## config.mk

```make
export PLATFORM = sky130hd
export DESIGN_NAME = button_press_classifier
export DESIGN_NICKNAME = d
export VERILOG_FILES = /design/src/sv/bpc_pkg.sv /design/src/sv/button_press_classifier.sv
export SDC_FILE = /design/constraint.sdc
export NUM_CORES = 1
export LEC_CHECK = 0
export ABC_CLOCK_PERIOD_IN_PS = 5700
export CORE_MARGIN = 2
export CORE_UTILIZATION = 25
export DETAILED_ROUTE_END_ITERATION = 6
export DONT_BUFFER_PORTS = 1
export GPL_ROUTABILITY_DRIVEN = 0
export PLACE_DENSITY = 0.37
export SLEW_MARGIN = 10
export SYNTH_ARGS = -nofsm -noshare
export SYNTH_HDL_FRONTEND = slang
export SYNTH_SLANG_ARGS = --single-unit
```

## constraint.sdc

```tcl
create_clock -name clk_i -period 5.7 [get_ports clk_i]
set_input_delay 0.285 -clock clk_i [delete_from_list [all_inputs] [get_ports clk_i]]
set_output_delay 0.285 -clock clk_i [all_outputs]
set_load 0.01 [all_outputs]
```

## src/sv/bpc_pkg.sv

```systemverilog
`timescale 1ns / 1ps
// bpc_pkg: shared types and codes for the button press classifier.
// No dependencies.

package bpc_pkg;

  typedef enum logic [2:0] {
    PH_IDLE  = 3'd0,
    PH_PDEB  = 3'd1,
    PH_SHORT = 3'd2,
    PH_LONG  = 3'd3,
    PH_RDEB  = 3'd4
  } phase_e;

  typedef enum logic [1:0] {
    EV_NONE  = 2'd0,
    EV_SHORT = 2'd1,
    EV_LONG  = 2'd2
  } press_event_e;

  localparam logic REG_DEBOUNCE_MS   = 1'b0;
  localparam logic REG_LONG_PRESS_MS = 1'b1;

  localparam int unsigned CfgAddrBits = 1;
  localparam int unsigned CfgDataBits = 16;

  localparam logic [15:0] DebounceMsRst  = 16'd50;
  localparam logic [15:0] LongPressMsRst = 16'd1000;

endpackage

```

## src/sv/button_press_classifier.sv

```systemverilog
`timescale 1ns / 1ps
// button_press_classifier: debounced short/long press detector, top level.
// Depends on bpc_pkg.
//
// Usage:
//   Slave stream: one beat per poll of an active-low button pin, carrying the
//   raw pin level and a free-running millisecond timestamp.
//   Master stream: exactly one beat per input beat, carrying the press event
//   (none, short press completed, long press completed).
//   Config port: cfg_we_i writes cfg_wdata_i into register cfg_addr_i
//   (0 debounce time, 1 long press threshold), in milliseconds.
// Output: the result is registered and appears in the cycle after the input beat is taken.
// Throughput: one beat per cycle while the receiver takes each result. The phase
//   machine and both elapsed-time compares finish within the accepting cycle,
//   and the result is held in a single output register.
// Stall: while the output register holds a beat that the receiver does not
//   take, s_axis_tready is low; it rises in the cycle the beat leaves, so a
//   new poll is taken in the same cycle as the old result is drained.
// Reset: phase returns to idle, timestamps to zero, debounce time to 50 ms
//   and long press threshold to 1000 ms; the output register empties.

module button_press_classifier #(
  parameter int unsigned TIME_BITS = 32
) (
  input  logic                              clk_i,
  input  logic                              rst_ni,
  input  logic                              s_axis_tvalid,
  output logic                              s_axis_tready,
  input  logic [39:0]                       s_axis_tdata,  // [0] pin_level, [32:1] now_ms
  output logic                              m_axis_tvalid,
  input  logic                              m_axis_tready,
  output logic [7:0]                        m_axis_tdata,  // [1:0] press_event
  input  logic                              cfg_we_i,
  input  logic [bpc_pkg::CfgAddrBits-1:0]   cfg_addr_i,
  input  logic [bpc_pkg::CfgDataBits-1:0]   cfg_wdata_i
);
  import bpc_pkg::*;

  logic [15:0] debounce_q, long_press_q;
  phase_e      phase_q, phase_d;
  logic [TIME_BITS-1:0] deb_start_q, deb_start_d;
  logic [TIME_BITS-1:0] prs_start_q, prs_start_d;
  press_event_e ev_q, ev_d;
  logic         out_valid_q;

  logic                 in_acc;
  logic                 pressed;
  logic [TIME_BITS-1:0] now_w;
  logic [TIME_BITS-1:0] deb_elapsed, prs_elapsed;
  logic                 deb_done, held_long;

  assign s_axis_tready = !out_valid_q || m_axis_tready;
  assign in_acc        = s_axis_tvalid && s_axis_tready;
  assign pressed       = !s_axis_tdata[0];
  assign now_w         = TIME_BITS'(s_axis_tdata[32:1]);

  assign deb_elapsed = now_w - deb_start_q;
  assign prs_elapsed = now_w - prs_start_q;
  assign deb_done    = deb_elapsed >= TIME_BITS'(debounce_q);
  assign held_long   = prs_elapsed >= TIME_BITS'(long_press_q);

  // next state
  always_comb begin
    phase_d     = phase_q;
    deb_start_d = deb_start_q;
    prs_start_d = prs_start_q;
    case (phase_q)
      PH_PDEB: begin
        if (!pressed) begin
          phase_d = PH_IDLE;
        end else if (deb_done) begin
          prs_start_d = now_w;
          phase_d     = PH_SHORT;
        end
      end
      PH_SHORT: begin
        if (!pressed) begin
          phase_d     = PH_RDEB;
          deb_start_d = now_w;
        end else if (held_long) begin
          phase_d = PH_LONG;
        end
      end
      PH_LONG: begin
        if (!pressed) begin
          phase_d     = PH_RDEB;
          deb_start_d = now_w;
        end
      end
      PH_RDEB: begin
        if (pressed) begin
          phase_d     = held_long ? PH_LONG : PH_SHORT;
          deb_start_d = now_w;
        end else if (deb_done) begin
          phase_d = PH_IDLE;
        end
      end
      default: begin
        if (pressed) begin
          deb_start_d = now_w;
          phase_d     = PH_PDEB;
        end else begin
          phase_d = PH_IDLE;
        end
      end
    endcase
  end

  // result
  always_comb begin
    case (phase_q)
      PH_RDEB: begin
        if (!pressed && deb_done) begin
          ev_d = held_long ? EV_LONG : EV_SHORT;
        end else begin
          ev_d = EV_NONE;
        end
      end
      default: ev_d = EV_NONE;
    endcase
  end

  always_ff @(posedge clk_i or negedge rst_ni) begin
    if (!rst_ni) begin
      debounce_q   <= DebounceMsRst;
      long_press_q <= LongPressMsRst;
    end else if (cfg_we_i) begin
      case (cfg_addr_i)
        REG_DEBOUNCE_MS:   debounce_q   <= cfg_wdata_i;
        REG_LONG_PRESS_MS: long_press_q <= cfg_wdata_i;
        default: ;
      endcase
    end
  end

  always_ff @(posedge clk_i or negedge rst_ni) begin
    if (!rst_ni) begin
      phase_q     <= PH_IDLE;
      deb_start_q <= '0;
      prs_start_q <= '0;
      out_valid_q <= 1'b0;
    end else begin
      if (in_acc) begin
        phase_q     <= phase_d;
        deb_start_q <= deb_start_d;
        prs_start_q <= prs_start_d;
        out_valid_q <= 1'b1;
      end else if (m_axis_tready) begin
        out_valid_q <= 1'b0;
      end
    end
  end

  always_ff @(posedge clk_i) begin
    if (in_acc) begin
      ev_q <= ev_d;
    end
  end

  assign m_axis_tvalid = out_valid_q;
  assign m_axis_tdata  = {6'd0, ev_q};

  a_event_only_from_rdeb: assert property (@(posedge clk_i) disable iff (!rst_ni)
    in_acc && phase_q != PH_RDEB |=> ev_q == EV_NONE)
    else $error("press event outside release debounce");

  a_event_goes_idle: assert property (@(posedge clk_i) disable iff (!rst_ni)
    in_acc && ev_d != EV_NONE |=> phase_q == PH_IDLE)
    else $error("phase not idle after press event");

  a_idle_stays_idle: assert property (@(posedge clk_i) disable iff (!rst_ni)
    in_acc && phase_q == PH_IDLE && !pressed |=> phase_q == PH_IDLE)
    else $error("left idle without a press");

  a_stall_only_when_full: assert property (@(posedge clk_i) disable iff (!rst_ni)
    !s_axis_tready |-> out_valid_q)
    else $error("input stalled with empty output register");

endmodule
```

==> impl_metrics.tcl <==
set metrics [dict create \
    status "finished clean" \
    antenna_found_initial 0 \
    cp-end-kind "register" \
    post-place-ws_ns 0.376 \
    vias_per_cell 4.86 \
    ant_nets 0 \
    port_buffers 0 \
    crit_fanout 22 \
    drive_gt1_share_pct 9.32 \
    crit_type "reg -> reg" \
    rsz0062_at_grt "false" \
    cts_tree "built" \
    slew_violations 0 \
    dieHeight_um 192 \
    fp.dieArea_um2 36800 \
    max_freq_mhz 192 \
    p_clk_share_pct 12.6 \
    synth_cell_type_count 67 \
    place_hpwl_um 20200 \
    io_pins 72 \
    hp-class "in -> reg" \
    vias 7276 \
    synth_warnings 0 \
    grt_pass1_vias 7189 \
    ys_seq_elements 102 \
    p_comb_share_pct 66.7 \
    grt_usage_pct 14.9 \
    grt_max_degree 101 \
    seq_power_share_pct 20.7 \
    syn_inst 1046 \
    synth_top_area_share_pct 25.8 \
    syn_to_final_growth_pct 10.4 \
    die_w_um 192 \
    sw_frac_of_total_pct 47.6 \
    drc 0 \
    hold_viol 0 \
    maxSlewHeadroom_pct 30.5 \
    cts_buffers 9 \
    worst_slew_pin_slew_ns 1.04 \
    yosysTopAreaCell "dfrtp_1" \
    wire_per_inst_um 17.4 \
    synth_area_leaders "dfrtp_1 (26%), ha_1 (13%), o21ai_0 (5.7%)" \
    drv_cap 0 \
    worst_slack_ns 0.500 \
    wl_um 26100 \
    finalCritPeriodShare_pct 91.2 \
    peakVddDrop_mv 0.169 \
    nets 1194 \
    async_reset_ff_share_pct 98.0 \
    tns_ns 0 \
    clkTransAtPathRegs_ns 0.09 \
    root_buffer "clkbuf_16" \
    yosys.cell_count.top_type "inv_1" \
    core-area_um2 34600 \
    drt_first_pass_iters 7 \
    power.total_uw 5350 \
    fin_skew_ns 0.0107 \
    clock-sinks 102 \
    grt_pass1_wl_um 41800 \
    num_rows 68 \
    ff_latch_area_um2 2570 \
    yosysSeqAreaShare_pct 29.2 \
    clk_latency_ns 0.38 \
    p_int_uw 2810 \
    p_leak_uw 0.00421 \
    synthFlopType "dfrtp_1" \
    cp.required_ns 5.97 \
    clock_tree.buffer_depth 2 \
    final-setup-viol-count 0 \
    start_util_pct 25.5 \
    r2r_slack_ns 0.50 \
    syn_area_per_cell_um2 8.44 \
    drtIter0Drc 450 \
    arrival_ns 5.47 \
    start_kind "register" \
    overflow 0 \
    power_density_nw_per_um2 549 \
    n_fill_cell 3727 \
    finalCriticalPeriod_ns 5.20 \
    synth_edf_count 2 \
    synthTopCellsByCount "inv_1 (111), nand2_1 (110), o21ai_0 (100)" \
    synth_area_um2 8830 \
    multi_input_area_um2 5670 \
    diodes 0 \
    switching_power_uw 2550 \
    h-tree-depth 3 \
]
## layout by cell type (no fill, tap or decap), types with 7 or more instances in the layout
cell type,count
nand2_1,110
inv_1,111
xor2_1,18
xnor2_1,24
dlygate4sd3_1,13
nand2b_1,9
ha_1,94
a21o_1,17
nand3_1,18
a31oi_1,10
o21ai_0,100
nor3_1,13
dfstp_2,9
mux2_4,29
o31ai_1,7
a211oi_1,10
dfrtp_1,91
nor2_1,61
nand4_1,25
o21a_1,19
mux2_2,21
a21oi_1,77
o21bai_1,8
nor2b_1,9
clkbuf_16,9
## timing repair
item                                    in CTS  in global routing
endpoints found under the hold margin      112                  0
hold buffers                                14                  0
setup buffers                                0                  0
endpoints found under the setup margin       0                 22
resized for setup                            0                  1
## final timing paths
path                                   from              end  depth (start not counted)
max                          deb_start_q[0]  prs_start_q[17]                         20
min                        s_axis_tdata[14]  deb_start_q[13]                          2
max reg2reg                  deb_start_q[0]  prs_start_q[17]                         20
min reg2reg                   debounce_q[4]    debounce_q[4]                          2
max in group asynchronous            rst_ni  prs_start_q[28]                          2
min in group asynchronous            rst_ni    debounce_q[2]                          2
## metal layers
metal	global-route usage, %	routed length [um]
met1	21.2	13400
met2	22.9	11500
met3	2.23	634
met4	4.62	564
met5	0	0
## critical path: stages, from the launching register on
cell       delay, ns
dfrtp_1         0.39
ha_1            0.21
fa_1            0.42
nor2b_1         0.19
o2111ai_1       0.25
nand2_1         0.19
a31oi_1         0.13
o21ai_0         0.24
xor2_1          0.18
ha_1            0.28
a21oi_1         0.17
nand2_1         0.07
a211oi_1        0.25
nor2_1          0.08
a41oi_2         0.29
nand3_1         0.12
or4_4           0.56
nor4b_4         0.35
nor3_4          0.18
buf_12          0.22
mux2_4          0.31
## layout make-up
cell class              instances  share of cell area, %
flip-flops and latches        102                   26.4
multi-input cells             794                   58.2
inverters                     111                   4.28
repair buffers                 18                   2.05
clock inverters                 7                  0.886
well taps                     455                   5.84
clock buffers                   9                   2.31
## through the flow
stage / instances / instance area [um2] / hold slack [ns] / util [%]
final: 1496 / 9740 / 0.0200 / 28.1
after global routing: 1496 / 9740 / 0.0130 / 28.1
after CTS: 1496 / 9740 / 0.0000452 / 28.1
after detailed placement: 1466 / 9270 / -0.00354 / 26.8
after global placement: 1466 / 9270 / -0.00267 / 26.8
after floorplan: 1051 / 8840 / -0.0106 / -
## power groups by stage
stage	sequential (uW)	clock, uW	combinational [uW]
6_report	1110	675	3570
5_1_grt	1140	738	4070
4_1_cts	1110	714	3590
3_5_place_dp	1120	0	3530
3_3_place_gp	1120	0	3560
2_1_floorplan	1090	0	2760
## registers in the layout (all words and copies together), names as in the netlist
register	flops
deb_start_q	32
prs_start_q	32
debounce_q	16
long_press_q	16
phase_q	3
ev_q	2
m_axis_tvalid	1
## cell families (layout without fill, tap and decap cells)
family	Yosys count	count (layout)	share of synthesized area (%)
adders and majority gates	96	96	13.8
DFF	102	102	29.2
buffers and inverters	155	145	7.10
and+or+nand+nor	287	287	15.8
AOI/OAI and AO/OA	307	307	21.7
muxes	56	56	8.29
xor gates and xnor gates	42	42	4.17
other	1	6	0.0425
No activity file was read; power rests on OpenSTA's default activity.
